**src/rtl/core/uart_pkg.sv**
```systemverilog
// Shared types and constants for the 8N1 UART transceiver.
// No dependencies; used by uart_tx, uart_rx and uart_8n1_transceiver.
package uart_pkg;

	localparam logic [15:0] BIT_PERIOD_RST = 16'd104;

	typedef struct packed {
		logic       rx_line;
		logic       tx_request;
		logic [7:0] tx_byte;
	} uart_in_t;

	typedef struct packed {
		logic       tx_line;
		logic       tx_busy;
		logic       rx_valid;
		logic [7:0] rx_byte;
	} uart_out_t;

	typedef struct packed {
		logic line;
		logic busy;
	} tx_res_t;

	typedef struct packed {
		logic       valid;
		logic [7:0] rx_byte;
	} rx_res_t;

	typedef enum logic [3:0] {
		TX_IDLE  = 4'b0001,
		TX_START = 4'b0010,
		TX_DATA  = 4'b0100,
		TX_STOP  = 4'b1000
	} tx_phase_t;

	typedef enum logic [3:0] {
		RX_IDLE  = 4'b0001,
		RX_FIRST = 4'b0010,
		RX_BITS  = 4'b0100,
		RX_TAIL  = 4'b1000
	} rx_phase_t;

endpackage

```
**src/rtl/core/uart_8n1_transceiver.sv**
```systemverilog
// Top level of the 8N1 UART transceiver: bit period register, tick handshake, result register.
// Depends on uart_pkg, uart_tx and uart_rx.
//
//  channel   dir  handshake                   payload
//  in        in   in_valid / in_stall         uart_pkg::uart_in_t  (one tick)
//  out       out  out_valid / out_stall       uart_pkg::uart_out_t (one result per tick)
//  cfg       in   cfg_we                      cfg_data = bit_period
//
// One beat per cycle: a tick is accepted whenever the result register is empty or being
// taken, and its result appears in the result register on the next cycle.
// The result passes through the single result register after the tx and rx step logic.
// After reset both sides are idle, bit_period is 104 and the first result's rx_byte reads 0.
// A stall on out holds the result and stalls in; frame timing counts ticks, not cycles.
module uart_8n1_transceiver #(
	parameter int DATA_BITS = 8
) (
	input  logic                  clk,
	input  logic                  arst_n,
	input  logic                  in_valid,
	output logic                  in_stall,
	input  uart_pkg::uart_in_t    in_data,
	output logic                  out_valid,
	input  logic                  out_stall,
	output uart_pkg::uart_out_t   out_data,
	input  logic                  cfg_we,
	input  logic [15:0]           cfg_data
);

	logic [15:0]          bit_period_q;
	logic                 step;
	logic                 out_valid_q;
	uart_pkg::uart_out_t  out_q;
	uart_pkg::tx_res_t    tx_res;
	uart_pkg::rx_res_t    rx_res;

	assign in_stall  = out_valid_q && out_stall;
	assign step      = in_valid && !in_stall;
	assign out_valid = out_valid_q;
	assign out_data  = out_q;

	always_ff @(posedge clk or negedge arst_n) begin
		if (!arst_n)
			bit_period_q <= uart_pkg::BIT_PERIOD_RST;
		else if (cfg_we)
			bit_period_q <= cfg_data;
	end

	uart_tx #(.DATA_BITS(DATA_BITS)) u_tx (
		.clk        (clk),
		.arst_n     (arst_n),
		.step       (step),
		.req        (in_data.tx_request),
		.tx_byte    (in_data.tx_byte),
		.bit_period (bit_period_q),
		.res        (tx_res)
	);

	uart_rx #(.DATA_BITS(DATA_BITS)) u_rx (
		.clk        (clk),
		.arst_n     (arst_n),
		.step       (step),
		.rx_line    (in_data.rx_line),
		.bit_period (bit_period_q),
		.res        (rx_res)
	);

	always_ff @(posedge clk or negedge arst_n) begin
		if (!arst_n) begin
			out_valid_q <= 1'b0;
		end else if (step) begin
			out_valid_q <= 1'b1;
		end else if (!out_stall) begin
			out_valid_q <= 1'b0;
		end
	end

	always_ff @(posedge clk) begin
		if (step) begin
			out_q.tx_line  <= tx_res.line;
			out_q.tx_busy  <= tx_res.busy;
			out_q.rx_valid <= rx_res.valid;
			out_q.rx_byte  <= rx_res.rx_byte;
		end
	end

	a_step_gives_result: assert property (@(posedge clk) disable iff (!arst_n)
		step |=> out_valid)
		else $error("accepted tick beat produced no result");

	a_stall_only_when_full: assert property (@(posedge clk) disable iff (!arst_n)
		in_stall |-> out_valid)
		else $error("input stalled with empty result register");

	a_idle_line_high: assert property (@(posedge clk) disable iff (!arst_n)
		(out_valid && !out_data.tx_busy) |-> out_data.tx_line)
		else $error("tx line low while transmitter idle");

endmodule

```
**src/rtl/core/uart_tx.sv**
```systemverilog
// Transmit framer: start bit, data bits LSB first, stop bit, one tick per step.
// Depends on uart_pkg.
module uart_tx #(
	parameter int DATA_BITS = 8
) (
	input  logic               clk,
	input  logic               arst_n,
	input  logic               step,
	input  logic               req,
	input  logic [7:0]         tx_byte,
	input  logic [15:0]        bit_period,
	output uart_pkg::tx_res_t  res
);

	localparam int CW = $clog2(DATA_BITS + 1);

	uart_pkg::tx_phase_t    phase_q, phase_d;
	logic [CW-1:0]          bit_q, bit_d;
	logic [DATA_BITS-1:0]   shift_q, shift_d;
	logic [15:0]            tick_q, tick_d;
	logic [DATA_BITS+7:0]   byte_ext;

	assign byte_ext = {{DATA_BITS{1'b0}}, tx_byte};

	always_comb begin
		logic [16:0] tick_nx;
		uart_pkg::tx_phase_t cur;
		logic [CW-1:0] bit_nx;
		cur      = phase_q;
		shift_d  = shift_q;
		bit_d    = bit_q;
		tick_d   = tick_q;
		res.line = 1'b1;
		res.busy = 1'b0;
		// an accepted request drives the start bit on this same tick
		if (phase_q == uart_pkg::TX_IDLE && req) begin
			cur     = uart_pkg::TX_START;
			shift_d = byte_ext[DATA_BITS-1:0];
			bit_d   = '0;
			tick_d  = '0;
		end
		phase_d = cur;
		tick_nx = {1'b0, tick_d} + 17'd1;
		bit_nx  = bit_d + CW'(1);
		if (cur != uart_pkg::TX_IDLE) begin
			res.busy = 1'b1;
			case (cur)
				uart_pkg::TX_START: res.line = 1'b0;
				uart_pkg::TX_DATA:  res.line = shift_d[0];
				default:            res.line = 1'b1;
			endcase
			if (tick_nx >= {1'b0, bit_period}) begin
				tick_d = '0;
				case (cur)
					uart_pkg::TX_START: begin
						phase_d = uart_pkg::TX_DATA;
						bit_d   = '0;
					end
					uart_pkg::TX_DATA: begin
						shift_d = shift_d >> 1;
						bit_d   = bit_nx;
						if (bit_nx >= CW'(DATA_BITS))
							phase_d = uart_pkg::TX_STOP;
					end
					default: begin
						phase_d = uart_pkg::TX_IDLE;
						bit_d   = '0;
					end
				endcase
			end else begin
				tick_d = tick_nx[15:0];
			end
		end
	end

	always_ff @(posedge clk or negedge arst_n) begin
		if (!arst_n) begin
			phase_q <= uart_pkg::TX_IDLE;
			bit_q   <= '0;
			shift_q <= '0;
			tick_q  <= '0;
		end else if (step) begin
			phase_q <= phase_d;
			bit_q   <= bit_d;
			shift_q <= shift_d;
			tick_q  <= tick_d;
		end
	end

endmodule

```
**src/rtl/core/uart_rx.sv**
```systemverilog
// Receive sampler: start detect, mid-bit sampling, byte hand-off after the tail wait.
// Depends on uart_pkg.
module uart_rx #(
	parameter int DATA_BITS = 8
) (
	input  logic               clk,
	input  logic               arst_n,
	input  logic               step,
	input  logic               rx_line,
	input  logic [15:0]        bit_period,
	output uart_pkg::rx_res_t  res
);

	localparam int CW = $clog2(DATA_BITS + 1);

	uart_pkg::rx_phase_t    phase_q, phase_d;
	logic [CW-1:0]          bit_q, bit_d;
	logic [DATA_BITS-1:0]   shift_q, shift_d;
	logic [16:0]            tick_q, tick_d;
	logic [7:0]             last_q;
	logic [DATA_BITS+7:0]   shift_ext;

	assign shift_ext = {8'b0, shift_q};

	always_comb begin
		logic [16:0] target;
		logic [17:0] tick_nx;
		logic [CW-1:0] bit_nx;
		phase_d     = phase_q;
		bit_d       = bit_q;
		shift_d     = shift_q;
		tick_d      = tick_q;
		res.valid   = 1'b0;
		res.rx_byte = last_q;
		// 1.5 periods for the first sample and the tail
		target  = (phase_q == uart_pkg::RX_BITS) ? {1'b0, bit_period}
			: ({1'b0, bit_period} + {2'b0, bit_period[15:1]});
		tick_nx = {1'b0, tick_q} + 18'd1;
		bit_nx  = bit_q + CW'(1);
		if (phase_q == uart_pkg::RX_IDLE) begin
			if (!rx_line) begin
				phase_d = uart_pkg::RX_FIRST;
				tick_d  = '0;
				bit_d   = '0;
				shift_d = '0;
			end
		end else if (tick_nx >= {1'b0, target}) begin
			tick_d = '0;
			if (phase_q == uart_pkg::RX_TAIL) begin
				res.valid   = 1'b1;
				res.rx_byte = shift_ext[7:0];
				phase_d     = uart_pkg::RX_IDLE;
				bit_d       = '0;
			end else begin
				shift_d = shift_q | (DATA_BITS'(rx_line) << bit_q);
				bit_d   = bit_nx;
				phase_d = (bit_nx >= CW'(DATA_BITS)) ? uart_pkg::RX_TAIL
					: uart_pkg::RX_BITS;
			end
		end else begin
			tick_d = tick_nx[16:0];
		end
	end

	always_ff @(posedge clk or negedge arst_n) begin
		if (!arst_n) begin
			phase_q <= uart_pkg::RX_IDLE;
			bit_q   <= '0;
			shift_q <= '0;
			tick_q  <= '0;
			last_q  <= '0;
		end else if (step) begin
			phase_q <= phase_d;
			bit_q   <= bit_d;
			shift_q <= shift_d;
			tick_q  <= tick_d;
			last_q  <= res.rx_byte;
		end
	end

endmodule

```
**config.mk**
```make
export PLATFORM = sky130hd
export DESIGN_NAME = uart_8n1_transceiver
export DESIGN_NICKNAME = d
export VERILOG_FILES = /design/src/rtl/core/uart_pkg.sv /design/src/rtl/core/uart_8n1_transceiver.sv /design/src/rtl/core/uart_tx.sv /design/src/rtl/core/uart_rx.sv
export SDC_FILE = /design/constraint.sdc
export NUM_CORES = 1
export LEC_CHECK = 0
export BUFFER_PORTS_ARGS = -buffer_cell sky130_fd_sc_hd__buf_2
export CORE_AREA = 2 2 146 148
export DETAILED_ROUTE_END_ITERATION = 10
export DIE_AREA = 0 0 148 150
export SLEW_MARGIN = 20
export SYNTH_ARGS = -nofsm -noshare
export SYNTH_HDL_FRONTEND = slang
export SYNTH_HIERARCHICAL = 1
export SYNTH_SLANG_ARGS = --single-unit
```
**constraint.sdc**
```tcl
create_clock -name clk -period 9.1 [get_ports clk]
set_input_delay 1.82 -clock clk [delete_from_list [all_inputs] [get_ports clk]]
set_output_delay 1.82 -clock clk [all_outputs]
set_load 0.01 [all_outputs]
```
Word-level counts from Yosys, hierarchy flattened
Cells that the tools add are included.
Word-level totals
  flip-flop bits (word level): 101
Operators by class
  mux-type cells: 40
  equal/unequal tests: 10
  shift operators: 1
  magnitude comparators: 4
  bitwise operators: 2
  add/sub/neg operators: 5
  reductions and logical operators: 9
Operator list (number)
  $mux 8: 10
  $mux 17: 4
  $mux 4: 17
  $mux 16: 3
  $add 17x1->18 const B: 1
  $ge 18x17->1: 1
  $add 16x1->17 const B: 1
  $add 16x15->17: 1
  $ge 17x16->1: 1
  $mux 9: 1
  $add 4x1->4 const B: 2
  $eq 4x1->1 const B: 2
  $eq 4x3->1 const B: 2
  $ge 4x4->1 const B: 2
  $or 8x8->8: 1
  $pmux 4 s2: 1
  $shl 1x4->8: 1
  $eq 4x2->1 const B: 1
  $eq 4x4->1 const B: 1
  $ne 2x1->1 const B: 2
  $ne 4x1->1 const B: 1
  $reduce_and 4->1: 1
  $logic_and 1x1->1: 3
  $mux 1: 3
  other kinds (8): 8

Longest topological paths before layout
Gate-level depths: netlist of run 1.
  depth after elaboration: 9
  gate-level depth with buffers: 22

Cells and area by module
The synthesis of run 1 kept the hierarchy.
By module, submodules not included
  uart_rx: area an instance 3642.2 µm², times used 1, cells an instance 409, seq. area each 1027.2 µm²
  uart_tx: area an instance 2462.4 µm², times used 1, cells an instance 287, seq. area each 802.0 µm²
  uart_8n1_transceiver: area an instance 1029.7 µm², times used 1, cells an instance 49, seq. area each 759.5 µm²

Worst setup path before layout of run 1
Ideal clock, no wire load.
  path type: in2reg
  start: input in_data[8] (netlist bit)
  end: register u_tx.phase_q[2]
  setup slack: 3.890 ns
  library setup time: 0.125 ns
  path buffers: 2
  stages: 21
  data arrival time: 5.085 ns
  cell sequence: nand3b_2 -> or3_4 -> buf_2 -> and2_1 -> ha_1 -> nand3_1 -> nor2_1 -> nand3_4 -> nor2_1 -> nand3_1 -> xor2_1 -> nor2_1 -> ha_1 -> nand4_1 -> nor2_1 -> a221oi_1 -> a21oi_1 -> or2_4 -> buf_6 -> nand2_1 -> mux2_2
Between the ends
  cells in the longest elaborated chain, start to end: 8
  elaborated cells between the ends (all ways): 15
RTL lines
  start, declared: RTL line uart_8n1_transceiver.sv:21  | input uart_pkg::uart_in_t in_data,
  $logic_and 1x1->1 (*): RTL line uart_tx.sv:36  | if (phase_q == uart_pkg::TX_IDLE && req) begin
  parallel branches: the longest is 6 deep, another holds $add 16x1->17
  $mux 4 (*): RTL line uart_tx.sv:45  | if (cur != uart_pkg::TX_IDLE) begin
  end signal, assigned: RTL line uart_tx.sv:78  | phase_q <= uart_pkg::TX_IDLE;
  end signal, assigned: RTL line uart_tx.sv:83  | phase_q <= phase_d;
  end, declared: RTL line uart_tx.sv:17  | uart_pkg::tx_phase_t phase_q, phase_d;
Every way passes the cells marked *.
A chain may end at the register's enable or synchronous reset.

Final worst setup path of run 1
  start: input in_data[8] (netlist bit)
  end: register u_tx.shift_q[6]
Between the ends
  cells in the longest elaborated chain, start to end: 6
  elaborated cells between the ends (all ways): 11
RTL lines
  $logic_and 1x1->1 (*): RTL line uart_tx.sv:36
  $mux 16 or $mux 4 (tied branches): RTL line uart_tx.sv:36
  $add 16x1->17 or $eq 4x3->1 (tied branches): RTL line uart_tx.sv:43, uart_tx.sv:54
  $ge 17x16->1 or $mux 8 (tied branches): RTL line uart_tx.sv:52, uart_tx.sv:54
  $mux 8: RTL line uart_tx.sv:52  | if (tick_nx >= {1'b0, bit_period}) begin
  $mux 8 (*): RTL line uart_tx.sv:45
  end signal, assigned: RTL line uart_tx.sv:85  | shift_q <= shift_d;
  end, declared: RTL line uart_tx.sv:19  | logic [DATA_BITS-1:0] shift_q, shift_d;
Mark *: on every way between the ends. The rest lies on a longest branch, timed or not.

==> results of run 1 <==
-- power groups by stage --
stage	combinational (mW)	clock [mW]	sequential, mW
2_1_floorplan	0.345	0	0.559
3_3_place_gp	0.439	0	0.580
3_5_place_dp	0.445	0	0.579
4_1_cts	0.447	0.396	0.571
5_1_grt	0.507	0.410	0.580
6_report	0.444	0.384	0.571
-- final cells by class --
type	instances	area (sq um)	share of cell area (%)
Tap cell	275	344	4.36
Clock inverter	7	65.1	0.824
Timing Repair Buffer	51	278	3.52
Sequential cell	101	2590	32.8
Multi-Input combinational cell	574	4240	53.7
Inverter	40	150	1.90
Clock buffer	9	225	2.85
-- metal layers --
layer  global-route usage [%]  wire (microns)  share of wire [%]  vias to the layer above
li1                         -               -                  -                     2808
met1                     20.2            7930                 49                     2703
met2                     24.7            7520                 47                       61
met3                     2.41             342                2.1                       20
met4                     4.62             296                1.8                        0
met5                        0               0                  0                        -
-- cells by family after synthesis --
kind of cell / Yosys count
AO/OA/AOI/OAI: 179
XOR/XNOR: 36
adder cells (fa/ha/maj): 55
buffers and inverters: 70
flip-flops: 101
multiplexers: 49
AND/OR/NAND/NOR: 255
-- how the worst min path moves through the flow --
stage              startpoint              to  slack [ns]  cells after the start
2_1_floorplan  u_tx/tick_q[0]  u_tx/tick_q[0]        0.46                      2
3_3_place_gp   u_rx/last_q[0]  u_rx/last_q[0]        0.48                      1
3_5_place_dp   u_rx/last_q[6]  u_rx/last_q[6]        0.49                      1
4_1_cts        u_rx/last_q[6]  u_rx/last_q[6]        0.51                      1
5_1_grt        u_rx/last_q[6]  u_rx/last_q[6]        0.52                      1
6_report       u_rx/last_q[6]  u_rx/last_q[6]        0.51                      1
-- flip-flops by register name, summed over array words and instances, names as in the netlist --
| signal | count |
|---|---|
| u_rx/tick_q | 17 |
| bit_period_q | 16 |
| u_tx/tick_q | 16 |
| out_data | 11 |
| u_rx/last_q | 8 |
| u_rx/shift_q | 8 |
| u_tx/shift_q | 8 |
| u_rx/bit_q | 4 |
| u_rx/phase_q | 4 |
| u_tx/bit_q | 4 |
| u_tx/phase_q | 4 |
| out_valid | 1 |
-- layout by cell type, fill, tap and decap left out, types with 13 or more instances in the layout --
cell type and count:
xnor2_1 19, nand2_1 75, mux2_2 26, o21ai_0 31, mux2i_1 13, nor3_1 20
inv_1 39, buf_2 42, nor2_1 66, nand3_1 23, ha_1 54, a21oi_1 30
xor2_1 16, dfrtp_1 85
-- through the flow --
step	area [sq um]	cells
6_report	7890	1057
5_1_grt	7890	1057
4_1_cts	7890	1057
3_5_place_dp	7600	1041
3_3_place_gp	7600	1041
2_1_floorplan	7130	745
-- critical path, delay by kind of cell --
| family | cells | cell delay (ns) |
|---|---|---|
| AO/OA/AOI/OAI | 4 | 1.01 |
| buffers and inverters | 1 | 0.11 |
| adder cells (fa/ha/maj) | 2 | 0.49 |
| AND/OR/NAND/NOR | 12 | 1.96 |
| XOR/XNOR | 1 | 0.22 |
==> results.sh, run 1 <==
export IMPL_outcome="finished, final reports clean"
export IMPL_antennaDiodeCount=0
export IMPL_ctsResizeCount=0
export IMPL_die_area_sq_mm=0.0222
export IMPL_totalPowerFinal_mw=1.40
export IMPL_antenna_found_initial=0
export IMPL_drive_gt1_share_pct=18.3
export IMPL_skew_ns=0.0100
export IMPL_cp_max_fo=30
export IMPL_critPathMostFrequentCell="nor2_1"
export IMPL_synth_area_sq_mm=0.00713
export IMPL_endpoint="u_tx/shift_q[6]"
export IMPL_critPathKind="in -> reg"
export IMPL_avgRoutedWirePerCell_microns=15.2
export IMPL_postRouteAntennaNets=0
export IMPL_cts_made_buffers=9
export IMPL_grt_first_pass_wirelength_mm=27.2
export IMPL_postCtsSetupBuffers=0
export IMPL_drv_cap=0
export IMPL_hold_ws_ns=0.506
export IMPL_end_kind="flop"
export IMPL_reg2reg_to="u_rx/tick_q[9]"
export IMPL_first_pass_iters=4
export IMPL_yosys_area_share_adder_pct=9.75
export IMPL_fin_ws_ns=3.68
export IMPL_cts_sinks=101
export IMPL_finalSetupTns_ns=0
export IMPL_viasPerCell=5.29
export IMPL_synth_simple_gate_area_share_pct=17.9
export IMPL_synth_nets=831
export IMPL_drv_slew=0
export IMPL_min_path_type="reg -> reg"
export IMPL_p_leak_nw=3.59
export IMPL_ys_flop_type="dfrtp_1"
export IMPL_grt_pass1_vias=5494
export IMPL_synth_edf_count=11
export IMPL_syn2layout_area_growth_pct=10.6
export IMPL_pwr_density_cell_mw_per_mm2=177
export IMPL_drc=0
export IMPL_internal_power_mw=0.894
export IMPL_overflow=0
export IMPL_initial_core_util_pct=34.5
export IMPL_ys_async_sr_fraction_pct=89.1
export IMPL_fin_util_pct=38.2
export IMPL_routed_via_count=5592
export IMPL_row_count=53
export IMPL_die_y_microns=150
export IMPL_io_buffers=43
export IMPL_p_seq_share_pct=40.9
export IMPL_irDropWorstVdd_v=0.0000979
export IMPL_yosysTopAreaCellShare_pct=29.8
export IMPL_n_fill_cell=2120
export IMPL_finalNetCount=863
export IMPL_max_stage_delay_ns=0.44
export IMPL_ys_ff_latch=101
export IMPL_rrSetupSlack_ns=4.25
export IMPL_clk_pin_slew_worst_paths_ns=0.08
export IMPL_cp_start_kind="input port"
export IMPL_swShare_pct=36.1
export IMPL_finalSetupViolCount=0
export IMPL_r2r_cells=14
export IMPL_syn_area_per_cell_sq_um=9.58
export IMPL_cp_slowest_cell="a21oi_1"
export IMPL_yosysTopAreaCell="dfrtp_1"
export IMPL_ys_types=80
export IMPL_tritoncts="yes"
export IMPL_drtIter0Drc=400
export IMPL_die_x_microns=148
export IMPL_ys_warn_count=6
export IMPL_routed_wl_mm=16.1
export IMPL_period_minus_slack_ns=5.42
export IMPL_clk_path_buf_depth=2
export IMPL_synth_xor_area_share_pct=4.52
export IMPL_switching_power_mw=0.505
export IMPL_synthMuxAreaShare_pct=8.03
export IMPL_rsz0062_at_grt="false"
export IMPL_core_area_sq_mm=0.0207
export IMPL_postSynthCellCount=745
export IMPL_postCtsHoldBufs=0
export IMPL_cp_required_ns=9.31
export IMPL_worstPathCellList="buf_2 > nand3b_2 > or3_4 > and2_1 > ha_1 > nand3_1 > nor2_1 > nand3_4 > nor2_1 > nand3_1 > xor2_1 > nor2_1 > ha_1 > nand4_1 > nor2_1 > a221oi_1 > a21oi_1 > or2_4 > a21oi_1 > a221oi_1"
export IMPL_hold_viol=0
export IMPL_p_clk_share_pct=27.4
export IMPL_io_pins=44
export IMPL_grt_usage_pct=15.0
export IMPL_grt_max_degree=55
export IMPL_synth_most_common_cell="dfrtp_1"
export IMPL_insertion_delay_ns=0.35
export IMPL_power_frac_comb_pct=31.7
export IMPL_cts_root_buffer="clkbuf_16"
export IMPL_seq_area_frac_synth_pct=36.3
export IMPL_fmax_ghz=0.184
export IMPL_max_slew_margin_pct=36.7
export IMPL_finalCritPeriodShare_pct=59.6
export IMPL_synth_cells_most_frequent="dfrtp_1 (85), nand2_1 (75), nor2_1 (66)"
export IMPL_dp_slack_ns=3.28
export IMPL_r2r_start="bit_period_q[2]"
export IMPL_synth_compound_area_share_pct=18.9
export IMPL_yosys_top_cells_area="dfrtp_1 (30%), ha_1 (9.5%), edfxtp_1 (4.6%)"
export IMPL_tightest_slew_ns=0.945
export IMPL_synth_top_family_by_area="compound AO/OA/AOI/OAI gates"
export IMPL_place_congestion=0.810
export IMPL_critical_path_startpoint="in_data[8]"
export IMPL_dpl_hpwl_mm=11.7
export IMPL_cp_arrival_ns=5.63
export IMPL_htreeDepth=3
Power figures use the tool's default switching activity.
==> run 2: changes to the inputs <==
==> constraint.sdc (replaced) <==
create_clock -name clk -period 4.5 [get_ports clk]
set_input_delay 0.9 -clock clk [delete_from_list [all_inputs] [get_ports clk]]
set_output_delay 0.9 -clock clk [all_outputs]
set_load 0.01 [all_outputs]
==> run 2 against run 1 <==
Against the previous run: clock skew rose by 0.0028 ns; sequential share of layout area fell by 1.0 points; die area did not move; critical path depth fell by 4; first-iteration DRC count rose by 18%; global-route usage rose by 0.45 points; sequential power rose by 100%; largest power group unchanged; clock power rose by 100%; highest routed layer unchanged.
==> results.sh, run 2 (synthesis gave the netlist of run 1 again) <==
export IMPL_drv_cap=0
export IMPL_max_slew_margin_pct=37.6
export IMPL_finalSetupTns_ns=0
export IMPL_routed_via_count=5710
export IMPL_antennaDiodeCount=0
export IMPL_antenna_found_initial=0
export IMPL_io_pins=44
export IMPL_drc=0
export IMPL_die_y_microns=150
export IMPL_first_pass_iters=4
export IMPL_end_kind="flop"
export IMPL_registers_top_by_ff_count="u_rx/tick_q"
export IMPL_core_area_sq_mm=0.0207
export IMPL_die_x_microns=148
export IMPL_grt_pass1_vias=5504
export IMPL_avgRoutedWirePerCell_microns=15.2
export IMPL_cp_required_ns=4.62
export IMPL_fmax_ghz=0.238
export IMPL_r2r_cells=16
export IMPL_min_path_type="reg -> reg"
export IMPL_viasPerCell=5.26
export IMPL_cts_sinks=101
export IMPL_mostFrequentLayoutCell="dfrtp_1"
export IMPL_dp_slack_ns=0.0272
export IMPL_tritoncts="yes"
export IMPL_finalNetCount=891
export IMPL_cp_arrival_ns=4.32
export IMPL_postRouteAntennaNets=0
export IMPL_rsz0062_at_grt="false"
export IMPL_hold_viol=0
export IMPL_skew_ns=0.0129
export IMPL_row_count=53
export IMPL_finalSetupViolCount=0
export IMPL_dpl_hpwl_mm=12.2
export IMPL_overflow=0
export IMPL_irDropWorstVdd_v=0.000205
export IMPL_die_area_sq_mm=0.0222
export IMPL_fin_ws_ns=0.297
export IMPL_p_leak_nw=3.74
export IMPL_clk_path_buf_depth=2
export IMPL_routed_wl_mm=16.5
export IMPL_postCtsSetupBuffers=0
export IMPL_drtIter0Drc=473
export IMPL_htreeDepth=3
export IMPL_period_minus_slack_ns=4.20
export IMPL_syn2layout_area_growth_pct=14.2
export IMPL_pwr_density_cell_mw_per_mm2=354
export IMPL_tightest_slew_ns=0.935
export IMPL_grt_max_degree=73
export IMPL_cts_made_buffers=9
export IMPL_finalCritPeriodShare_pct=93.4
export IMPL_grt_first_pass_wirelength_mm=27.7
export IMPL_reg_top3="u_rx/tick_q x17, bit_period_q x16, u_tx/tick_q x16"
export IMPL_worstHoldPathCells=1
export IMPL_io_buffers=43
export IMPL_mostFrequentLayoutCells="dfrtp_1 (85), nand2_1 (75), nor2_1 (65)"
export IMPL_clk_pin_slew_worst_paths_ns=0.08
export IMPL_drive_gt1_share_pct=21.6
export IMPL_grt_usage_pct=15.4
export IMPL_drv_slew=0
export IMPL_cp_max_fo=8
export IMPL_insertion_delay_ns=0.37
export IMPL_place_congestion=0.846
export IMPL_cp_start_kind="flop"
export IMPL_largest_register_ffs=17
export IMPL_critPathKind="reg -> reg"
export IMPL_cts_root_buffer="clkbuf_16"
export IMPL_initial_core_util_pct=34.5
export IMPL_outcome="finished, final reports clean"
run 2: worst paths after layout:
| kind | from | end | slack (ns) |
|---|---|---|---|
| setup / recovery | bit_period_q[6] | out_data[0] | 0.30 |
| hold / removal | u_rx/last_q[4] | u_rx/last_q[4] | 0.51 |
| setup reg to reg | bit_period_q[6] | out_data[0] | 0.30 |
| hold reg to reg | u_rx/last_q[4] | u_rx/last_q[4] | 0.51 |
| max in group asynchronous | arst_n | u_tx/phase_q[0] | 2.95 |
| min in group asynchronous | arst_n | u_rx/last_q[6] | 0.68 |
run 2: power by group:
| group | switching, mW | internal (mW) | total (mW) | leakage, nW |
|---|---|---|---|---|
| clock network | 0.389 | 0.389 | 0.778 | 0.142 |
| registers | 0.115 | 1.03 | 1.15 | 1.25 |
| logic | 0.533 | 0.421 | 0.954 | 2.35 |
| total | 1.04 | 1.84 | 2.88 | 3.74 |
run 2: critical path: stages, from the launching register on:
cell and delay (ns):
dfstp_2 0.59, ha_1 0.28, o21ai_0 0.29, nor2_1 0.12, a41oi_1 0.23, buf_4 0.17
o21ai_0 0.09, xor2_1 0.16, mux2i_1 0.22, ha_1 0.29, a211o_1 0.30, o211ai_1 0.09
a21oi_1 0.18, or2_1 0.29, o21ai_2 0.17, buf_12 0.15, mux2_2 0.33
run 2: cell type report:
class	count	area, sq um
clock buffer	9	225
fill	2108	12500
inverter	40	150
tap	275	344
timing repair buffer	79	500
clock inverter	7	66.3
multi-input combinational	574	4270
sequential	101	2590
run 2: per-layer routing:
| layer | wire (microns) | track usage, % |
|---|---|---|
| met1 | 8110 | 21.3 |
| met4 | 235 | 5.52 |
| met5 | 0 | 0 |
| met3 | 348 | 1.95 |
| met2 | 7840 | 24.9 |
run 2: stage by stage:
| step | area [sq um] | power [mW] | hold slack (ns) | std cells | utilization (%) |
|---|---|---|---|---|---|
| floorplan | 7130 | 1.83 | 0.463 | 745 | - |
| global placement | 7830 | 2.10 | 0.481 | 1069 | 37.8 |
| detailed placement | 7830 | 2.12 | 0.489 | 1069 | 37.8 |
| CTS | 8120 | 2.91 | 0.509 | 1085 | 39.2 |
| global route | 8140 | 3.09 | 0.518 | 1085 | 39.4 |
| finish | 8140 | 2.88 | 0.505 | 1085 | 39.4 |
run 2: timing repair:
item | CTS | global route
resized for setup | 0 | 5
hold buffers | 0 | 0
setup endpoints to repair | 0 | 39
==> run 3: changes to the inputs <==
--- a/config.mk
+++ b/config.mk
@@ -9,6 +9,7 @@
 export CORE_AREA = 2 2 146 148
 export DETAILED_ROUTE_END_ITERATION = 10
 export DIE_AREA = 0 0 148 150
+export SKIP_LAST_GASP = 1
 export SLEW_MARGIN = 20
 export SYNTH_ARGS = -nofsm -noshare
 export SYNTH_HDL_FRONTEND = slang
==> constraint.sdc (replaced) <==
create_clock -name clk -period 4.5 [get_ports clk]
set_input_delay 0.45 -clock clk [delete_from_list [all_inputs] [get_ports clk]]
set_output_delay 0.45 -clock clk [all_outputs]
set_load 0.01 [all_outputs]
==> run 3 against run 2 <==
Against the previous run: design area down 1.3%; highest routed layer unchanged; wire length down 1.5%; combinational power down 4.0%.
==> results.sh, run 3 (synthesis gave the netlist of run 1 again) <==
export IMPL_dp_cells=1054
export IMPL_fin_util_pct=38.9
export IMPL_initial_core_util_pct=34.5
export IMPL_drv_slew=0
export IMPL_die_x_microns=148
export IMPL_irDropWorstVdd_v=0.000215
export IMPL_io_buffers=43
export IMPL_finalCritPeriodShare_pct=92.9
export IMPL_clk_pin_slew_worst_paths_ns=0.07
export IMPL_critPathKind="reg -> reg"
export IMPL_end_kind="flop"
export IMPL_drive_gt1_share_pct=20.2
export IMPL_grt_usage_pct=15.3
export IMPL_skew_ns=0.00660
export IMPL_mostFrequentLayoutCell="dfrtp_1"
export IMPL_cts_sinks=101
export IMPL_cp_arrival_ns=4.43
export IMPL_die_y_microns=150
export IMPL_largest_register_ffs=17
export IMPL_registers_top_by_ff_count="u_rx/tick_q"
export IMPL_row_count=53
export IMPL_grt_pass1_vias=5461
export IMPL_grt_max_degree=59
export IMPL_rrSetupSlack_ns=0.32
export IMPL_io_pins=44
export IMPL_drtIter0Drc=299
export IMPL_cp_required_ns=4.75
export IMPL_finalSetupTns_ns=0
export IMPL_period_minus_slack_ns=4.18
export IMPL_viasPerCell=5.22
export IMPL_postRouteAntennaNets=0
export IMPL_r2r_cells=20
export IMPL_reg_top3="u_rx/tick_q x17, bit_period_q x16, u_tx/tick_q x16"
export IMPL_cts_root_buffer="clkbuf_16"
export IMPL_n_fill_cell=2104
export IMPL_finalNetCount=879
export IMPL_pwr_density_cell_mw_per_mm2=356
export IMPL_r2r_start="u_tx/phase_q[0]"
export IMPL_routed_via_count=5602
export IMPL_routed_wl_mm=16.3
export IMPL_hold_viol=0
export IMPL_antenna_found_initial=0
export IMPL_reg2reg_to="u_tx/shift_q[2]"
export IMPL_cp_max_fo=11
export IMPL_rsz0062_at_grt="false"
export IMPL_drv_cap=0
export IMPL_first_pass_iters=5
export IMPL_place_congestion=0.826
export IMPL_finalNonFillerCells=1073
export IMPL_cts_made_buffers=9
export IMPL_grt_first_pass_wirelength_mm=27.5
export IMPL_min_path_type="in -> async"
export IMPL_tightest_slew_ns=0.763
export IMPL_avgRoutedWirePerCell_microns=15.2
export IMPL_dpl_hpwl_mm=11.9
export IMPL_cp_start_kind="flop"
export IMPL_totalPowerFinal_mw=2.86
export IMPL_fin_ws_ns=0.320
export IMPL_outcome="finished, final reports clean"
export IMPL_antennaDiodeCount=0
export IMPL_htreeDepth=3
export IMPL_die_area_sq_mm=0.0222
export IMPL_max_slew_margin_pct=49.2
export IMPL_syn2layout_area_growth_pct=12.7
export IMPL_clk_path_buf_depth=2
export IMPL_mostFrequentLayoutCells="dfrtp_1 (85), nand2_1 (74), nor2_1 (66)"
export IMPL_fmax_ghz=0.239
export IMPL_tritoncts="yes"
export IMPL_insertion_delay_ns=0.35
export IMPL_core_area_sq_mm=0.0207
export IMPL_p_leak_nw=3.67
export IMPL_overflow=0
export IMPL_drc=0
export IMPL_finalSetupViolCount=0
export IMPL_dp_slack_ns=0.177
run 3: changes by cell type in the layout (fill, tap and decap cells not counted), sizes merged:
| cell | change |
|---|---|
| or2 | +1 |
| inv | -2 |
| buf | -13 |
| bufinv | +1 |
| clkinvlp | +1 |
run 3: worst max-delay path by stage:
stage,startpoint,end,slack [ns],depth (start not counted)
2_1_floorplan,u_tx/phase_q[0],u_tx/phase_q[2],0.54,21
4_1_cts,u_tx/phase_q[0],u_tx/shift_q[2],0.18,20
3_5_place_dp,in_data[8],u_tx/shift_q[6],0.18,21
6_report,u_tx/phase_q[0],u_tx/shift_q[2],0.32,20
3_3_place_gp,in_data[8],u_tx/shift_q[2],0.19,21
5_1_grt,u_tx/phase_q[0],u_tx/shift_q[2],0.02,20
run 3: stage by stage:
step	hold WS (ns)	instance area (sq um)
floorplan	0.154	7130
detailed placement	0.487	7700
finish	0.176	8040
CTS	0.199	8000
global route	0.230	8040
global placement	0.481	7700
run 3: final cells by class:
class,instances,area (sq um),share of cell area [%]
Clock buffer,9,225,2.80
Multi-Input combinational cell,575,4270,53.1
Tap cell,275,344,4.28
Inverter,40,150,1.87
Timing Repair Buffer,66,390,4.86
Clock inverter,7,72.6,0.903
Sequential cell,101,2590,32.2
run 3: timing repair:
item / CTS / global route
resized for setup: 0 / 3
setup endpoints to repair: 0 / 10
hold buffers: 0 / 0
buffers inserted: 0 / 2
run 3: layer usage:
metal / part of all wire (%) / track usage, % / wire length, microns
met4: 1.1 / 3.38 / 176
met1: 47 / 20.5 / 7720
met5: 0 / 0 / 0
met3: 3.6 / 2.87 / 594
met2: 48 / 25.9 / 7800
run 3: power breakdown:
group	internal [mW]	leakage (nW)	switching [mW]	total, mW
Sequential	1.03	1.25	0.117	1.15
Combinational	0.394	2.28	0.521	0.916
Clock	0.434	0.139	0.360	0.794
Total	1.86	3.67	0.998	2.86
run 3: worst max-delay path, stage by stage, from the launching register on:
cell and delay, ns:
dfstp_2 0.59, nand3b_2 0.14, or3_4 0.37, and2_1 0.22, ha_1 0.22, nand3_1 0.12
nor2_1 0.09, nand3_4 0.11, nor2_1 0.07, nand3_1 0.09, xor2_1 0.21, nor2_1 0.07
ha_1 0.31, nand4_1 0.13, nor2_1 0.16, a221oi_1 0.10, a21oi_1 0.28, or2_4 0.27
a21oi_1 0.08, buf_4 0.17, a221oi_1 0.28
